File: config.mk
export PLATFORM = sky130hd
export DESIGN_NAME = pad_front
export DESIGN_NICKNAME = d
export VERILOG_FILES = /design/src/pad_pkg.sv /design/src/pad_front.sv
export VERILOG_INCLUDE_DIRS = /design/src /design/src/src
export SDC_FILE = /design/constraint.sdc
export NUM_CORES = 1
export LEC_CHECK = 0
export BUFFER_PORTS_ARGS = -buffer_cell sky130_fd_sc_hd__buf_2
export CAP_MARGIN = 15
export CORE_UTILIZATION = 35
export DETAILED_ROUTE_END_ITERATION = 10
export PLACE_DENSITY_LB_ADDON = 0.25
export SETUP_SLACK_MARGIN = 0.5
export SYNTH_ARGS = -nofsm -noshare
export SYNTH_HDL_FRONTEND = slang
export SYNTH_SLANG_ARGS = --single-unit
File: constraint.sdc
create_clock -name clk_i -period 5.25 [get_ports clk_i]
set_clock_uncertainty 0.15 [all_clocks]
set_input_delay 1.05 -clock clk_i [delete_from_list [all_inputs] [get_ports clk_i]]
set_output_delay 1.05 -clock clk_i [all_outputs]
set_load 0.01 [all_outputs]
File: src/pixel_accumulate_double_buffer_macros.svh
// Assertion macros shared by the pixel accumulator RTL.
// Needs clk_i and rst_ni in the scope of each use; empty under SYNTHESIS.
`ifndef PIXEL_ACCUMULATE_DOUBLE_BUFFER_MACROS_SVH
`define PIXEL_ACCUMULATE_DOUBLE_BUFFER_MACROS_SVH

`ifndef SYNTHESIS

`define PAD_ASSERT(lbl, prop) \
  lbl: assert property (@(posedge clk_i) disable iff (!rst_ni) prop) \
    else $error("pad assertion failed");

`define PAD_ASSERT_NEVER(lbl, expr) \
  lbl: assert property (@(posedge clk_i) disable iff (!rst_ni) !(expr)) \
    else $error("pad assertion failed: forbidden condition");

`else

`define PAD_ASSERT(lbl, prop)

`define PAD_ASSERT_NEVER(lbl, expr)

`endif

`endif

File: src/pad_pkg.sv
// Package for the double buffered pixel accumulator.
// Sizes, codes, payload and front/back handshake types; no dependencies.
package pad_pkg;

  localparam int MAX_WIDTH  = 256;
  localparam int MAX_HEIGHT = 256;
  localparam int BANK_WORDS = MAX_WIDTH * MAX_HEIGHT;
  localparam int ADDR_W     = (BANK_WORDS > 1) ? $clog2(BANK_WORDS) : 1;
  localparam int X_W        = (MAX_WIDTH > 1) ? $clog2(MAX_WIDTH) : 1;
  localparam int Y_W        = (MAX_HEIGHT > 1) ? $clog2(MAX_HEIGHT) : 1;

  localparam int CFG_W       = 9;
  localparam int CFG_IDX_W   = 1;
  localparam int FRAME_RESET = 256;

  localparam int POS_W   = 16;
  localparam int COLOR_W = 8;
  localparam int FIELD_W = 16;
  localparam int ENTRY_W = 4 * FIELD_W;
  localparam int HIT_LSB   = 48;
  localparam int RED_LSB   = 32;
  localparam int GREEN_LSB = 16;
  localparam int BLUE_LSB  = 0;

  localparam int CQ_DEPTH = 4;
  localparam int CQ_PTR_W = $clog2(CQ_DEPTH);
  localparam int CQ_CNT_W = $clog2(CQ_DEPTH + 1);

  typedef enum logic [CFG_IDX_W-1:0] {
    REG_FRAME_WIDTH  = 1'b0,
    REG_FRAME_HEIGHT = 1'b1
  } reg_e;

  typedef enum logic [1:0] {
    MODE_ADD  = 2'd0,
    MODE_SWAP = 2'd1,
    MODE_READ = 2'd2
  } mode_e;

  typedef enum logic [1:0] {
    RES_ADDED   = 2'd0,
    RES_DROPPED = 2'd1,
    RES_SWAPPED = 2'd2,
    RES_READ    = 2'd3
  } res_e;

  typedef enum logic [1:0] {
    OP_ADD  = 2'd0,
    OP_SWAP = 2'd1,
    OP_READ = 2'd2,
    OP_DROP = 2'd3
  } op_e;

  typedef struct packed {
    logic [1:0]         mode;
    logic [POS_W-1:0]   pos_x;
    logic [POS_W-1:0]   pos_y;
    logic [COLOR_W-1:0] red_in;
    logic [COLOR_W-1:0] green_in;
    logic [COLOR_W-1:0] blue_in;
  } pad_in_t;

  typedef struct packed {
    logic [1:0]         status;
    logic [FIELD_W-1:0] hit_count;
    logic [FIELD_W-1:0] red_sum;
    logic [FIELD_W-1:0] green_sum;
    logic [FIELD_W-1:0] blue_sum;
  } pad_out_t;

  typedef struct packed {
    op_e                op;
    logic [ADDR_W-1:0]  idx;
    logic [COLOR_W-1:0] red;
    logic [COLOR_W-1:0] green;
    logic [COLOR_W-1:0] blue;
  } cmd_t;

  typedef struct packed {
    logic valid;
    cmd_t cmd;
  } cq_head_t;

  typedef struct packed {
    logic init_busy;
  } back_stat_t;

endpackage

File: src/pad_front.sv
// Front end: frame registers, bounds check and entry index, command queue.
// Depends on pad_pkg and the assertion macro header.
`include "pixel_accumulate_double_buffer_macros.svh"

module pad_front import pad_pkg::*; (
  input  logic                 clk_i,
  input  logic                 rst_ni,
  input  logic                 push_i,
  output logic                 full_o,
  input  pad_in_t              in_i,
  input  logic                 cfg_we_i,
  input  logic [CFG_IDX_W-1:0] cfg_idx_i,
  input  logic [CFG_W-1:0]     cfg_wdata_i,
  input  back_stat_t           stat_i,
  output cq_head_t             head_o,
  input  logic                 head_pop_i
);

  logic [CFG_W-1:0] frame_w_q, frame_h_q;
  logic [CFG_W-1:0] eff_w, eff_h;
  logic             in_frame;
  logic [Y_W+CFG_W-1:0] row_base;
  cmd_t             cmd;
  logic             accept;

  cmd_t                cq_q [CQ_DEPTH];
  logic [CQ_PTR_W-1:0] wr_ptr_q, wr_ptr_d, rd_ptr_q, rd_ptr_d;
  logic [CQ_CNT_W-1:0] cnt_q, cnt_d;

  always_ff @(posedge clk_i or negedge rst_ni) begin
    if (!rst_ni) begin
      frame_w_q <= CFG_W'(FRAME_RESET);
      frame_h_q <= CFG_W'(FRAME_RESET);
    end else if (cfg_we_i) begin
      case (cfg_idx_i)
        REG_FRAME_WIDTH:  frame_w_q <= cfg_wdata_i;
        REG_FRAME_HEIGHT: frame_h_q <= cfg_wdata_i;
        default: ;
      endcase
    end
  end

  // sizes above the bank geometry saturate
  assign eff_w = (int'(frame_w_q) > MAX_WIDTH) ? CFG_W'(MAX_WIDTH) : frame_w_q;
  assign eff_h = (int'(frame_h_q) > MAX_HEIGHT) ? CFG_W'(MAX_HEIGHT) : frame_h_q;

  assign in_frame = (in_i.pos_x < POS_W'(eff_w)) && (in_i.pos_y < POS_W'(eff_h));
  assign row_base = in_i.pos_y[Y_W-1:0] * eff_w;

  always_comb begin
    cmd.idx   = ADDR_W'(in_i.pos_x[X_W-1:0]) + ADDR_W'(row_base);
    cmd.red   = in_i.red_in;
    cmd.green = in_i.green_in;
    cmd.blue  = in_i.blue_in;
    case (in_i.mode)
      MODE_ADD:  cmd.op = in_frame ? OP_ADD : OP_DROP;
      MODE_SWAP: cmd.op = OP_SWAP;
      MODE_READ: cmd.op = in_frame ? OP_READ : OP_DROP;
      default:   cmd.op = OP_DROP;
    endcase
  end

  assign full_o = (cnt_q == CQ_CNT_W'(CQ_DEPTH)) || stat_i.init_busy;
  assign accept = push_i && !full_o;

  always_comb begin
    wr_ptr_d = accept ? wr_ptr_q + 1'b1 : wr_ptr_q;
    rd_ptr_d = head_pop_i ? rd_ptr_q + 1'b1 : rd_ptr_q;
    cnt_d    = cnt_q + CQ_CNT_W'(accept) - CQ_CNT_W'(head_pop_i);
  end

  always_ff @(posedge clk_i or negedge rst_ni) begin
    if (!rst_ni) begin
      wr_ptr_q <= '0;
      rd_ptr_q <= '0;
      cnt_q    <= '0;
    end else begin
      wr_ptr_q <= wr_ptr_d;
      rd_ptr_q <= rd_ptr_d;
      cnt_q    <= cnt_d;
    end
  end

  always_ff @(posedge clk_i) begin
    if (accept) begin
      cq_q[wr_ptr_q] <= cmd;
    end
  end

  assign head_o.valid = (cnt_q != '0);
  assign head_o.cmd   = cq_q[rd_ptr_q];

  `PAD_ASSERT(a_cq_pop_valid, head_pop_i |-> cnt_q != '0)
  `PAD_ASSERT(a_init_holds_queue, stat_i.init_busy |=> cnt_q == '0)

endmodule

==> flow_summary.toml <==
[run_status]
status = "finished clean"

[pwr]
vdd_ir_drop_max_mv = 0.3269
leakage_uw = 0.004938
power.density_nw_per_um2 = 537.8

[placement]
post_dp_cell_area_um2 = 11300
hpwlAfterDp_um = 13840
io_buffers = 117
dp.cells = 1165
routabilityCongestion = 0.7630

[floorplan]
die-area_um2 = 29670
core_um2 = 28160
die_h_um = 172.3
die_w_um = 172.3
start_util_pct = 36.03
rows = 61
io_pins = 118

[worst_setup_path]
start_kind = "flop"
reg2reg_slack_ns = 0.44
cp-end-kind = "flop"
cp.arrival_ns = 4.90
worst-setup-path-type = "flop to flop"
cp.required_ns = 5.34
cp_max_fo = 7

[logic_synthesis]
yosys.area.top_type = "edfxtp_1"
synth_edf_count = 168
synth-adder-area-share_pct = 17.02
yosysTopAreaCellShare_pct = 49.72
yosys-top-cells-area = "edfxtp_1 50%, fa_1 9.9%, mux4_2 9.3%"
ys_warn_count = 0
ys_async_sr_fraction_pct = 12.95
ys_seq_elements = 193
syn_area_per_cell_um2 = 14.94
synthCells = 679
synth-xor-area-share_pct = 1.640
synth.mux.area_fraction_pct = 11.21
synth_top_family_by_area = "adder cells"
yosysUniqueCellTypes = 44
synth-compound-area-share_pct = 2.294
synth-simple-area-share_pct = 7.153
syn_nets = 861
yosysSeqAreaShare_pct = 55.91
netlist_area_um2 = 10150
synthFlopType = "edfxtp_1"

[global_route]
grt_pass1_vias = 5979
antenna_found_initial = 1
overflow = 0
grt_pass1_wl_um = 31330
grt_max_degree = 26
grt_usage_pct = 13.94

[layout]
fin_cells = 1212
area_growth_pct = 21.12
nets = 1002
layout-drive-gt1-share_pct = 35.77
fin_area_um2 = 12290

[detailed_routing]
drc = 0
routed_wl_um = 19530
ant_nets = 0
vias = 5582
viasPerCell = 4.606
dr.pass1.iters = 4
first_iter_violations = 201
wl_per_cell_um = 16.11

[clock_tree]
htreeDepth = 4
cts_tree = "yes"
cts-root-buf = "clkbuf_16"
clock_latency_ns = 0.44
cts.path.max_buffers = 2
path_clk_slew_ns = 0.08
postCtsHoldBufs = 0
cts_buffers = 17
cts.sinks = 193

[timing]
fin_crit_sh_pct = 91.65
rsz0062_at_grt = "true"
worst_pin_slew_ns = 0.9160
period_needed_ns = 4.812
fin_setup_tns_ns = 0
maxSlewViolCount = 0
finalSetupViolations = 0
finalHoldViolations = 0
slew_headroom_pct = 38.81
fmax_ghz = 0.2078

[min_path]
timing.hold.worst.class = "flop to flop"

[flow_run]
maxCapViolCount = 0
-- power by group --
part / switching, uW / internal [uW]
clock: 711 / 676
combinational: 1500 / 1380
sequential: 166 / 2180
-- cells in the final DEF (no fill, tap or decap), types with 4 or more instances in the layout --
cell	instances
mux4_2	42
mux2_2	17
nor2_1	9
and2_1	36
xnor2_1	12
and2_4	4
buf_6	4
o21ai_1	4
ha_1	48
a21oi_1	13
clkinv_8	4
nand2_1	47
fa_1	45
o21ai_0	6
buf_2	117
fa_2	5
xor2_1	4
inv_6	4
clkbuf_16	17
nand2_2	4
edfxtp_1	168
nor3_1	4
inv_2	4
dfrtp_1	21
inv_12	6
inv_1	95
buf_4	22
and3_2	4
nor2b_4	8
ha_4	8
-- metal layers --
layer	up-vias	GRT usage [%]	share of wire (%)
li1	2668	-	-
met1	2770	18.04	47
met2	128	23.42	47
met3	16	3.090	5.0
met4	0	3.963	1.1
met5	-	0	0
-- synthesized netlist by cell type (7+ instances only) --
library cell  instances
a21oi_1              15
and2_1               40
and3_1                7
clkbuf_1             15
dfrtp_1              23
edfxtp_1            168
fa_1                 50
ha_1                 58
inv_1                99
mux2_2               17
mux4_2               42
nand2_1              51
nor2_1                9
nor2b_1              10
xnor2_1              14
-- metrics by stage --
step	util, %	hold slack, ns	setup slack (ns)	power (uW)
floorplan	-	0.3195	0.3018	4266
detailed placement	40.12	0.3378	-0.03194	5038
finish	43.64	0.3528	0.4383	6610
global placement	40.12	0.3285	-0.004317	5005
CTS	43.25	0.3569	0.4645	6608
global route	43.63	0.3780	0.2802	7082
-- path summary, 6_finish.rpt --
check	start	endpoint	cells past startpoint
min in group asynchronous	rst_ni	frame_w_q[5]$_DFFE_PN0P_	1
worst min register to register	frame_h_q[0]$_DFFE_PN0P_	frame_h_q[0]$_DFFE_PN0P_	1
worst max-delay path	frame_w_q[8]$_DFFE_PN1P_	cq_q[3][39]$_DFFE_PP_	16
worst max register to register	frame_w_q[8]$_DFFE_PN1P_	cq_q[3][39]$_DFFE_PP_	16
max in group asynchronous	rst_ni	rd_ptr_q[1]$_DFFE_PN0P_	1
worst min-delay path	frame_h_q[0]$_DFFE_PN0P_	frame_h_q[0]$_DFFE_PN0P_	1
-- cell type report --
| type | instances | area, um2 |
|---|---|---|
| Inverter | 100 | 375.4 |
| Clock buffer | 17 | 425.4 |
| Sequential cell | 193 | 5679 |
| Fill cell | 2568 | 15870 |
| Clock inverter | 15 | 217.7 |
| Multi-Input combinational cell | 362 | 4265 |
| Timing Repair Buffer | 146 | 850.8 |
| Antenna cell | 1 | 2.502 |
| Tap cell | 378 | 473.0 |
-- repair_timing --
item                                    4_1_cts  5_1_grt
resized for setup                            33       20
pin swaps                                    21       18
endpoints found under the setup margin       32       32
buffers inserted                             12        2
gates cloned                                  0        0
endpoints found under the hold margin         0        0
-- sequential cells by signal, summed over array words and instances (netlist names) --
signal / cells
cq_q: 168
frame_h_q: 9
cnt_q: 3
rd_ptr_q: 2
wr_ptr_q: 2
frame_w_q: 9
-- cells by family (layout without fill, tap and decap cells) --
| logic type | Yosys count | count (layout) |
|---|---|---|
| AO/OA/AOI/OAI | 38 | 38 |
| buffers and inverters | 124 | 278 |
| flip-flops | 193 | 193 |
| AND/OR/NAND/NOR | 138 | 138 |
| other | 0 | 1 |
| XOR/XNOR | 19 | 19 |
| multiplexers | 59 | 59 |
| adder cells (fa/ha/maj) | 108 | 108 |
-- worst max-delay path, stage by stage (launching register included) --
cell      delay (ns)
dfstp_4         0.73
buf_8           0.15
nor2b_4         0.06
and2_4          0.16
fa_1            0.52
fa_1            0.45
fa_1            0.49
inv_1           0.05
fa_1            0.51
inv_2           0.05
ha_4            0.26
and3_4          0.18
o21ai_1         0.06
a31o_1          0.22
a21boi_2        0.19
o41ai_2         0.10
xnor2_1         0.28
Note: power is estimated with default switching activity, not from simulation.
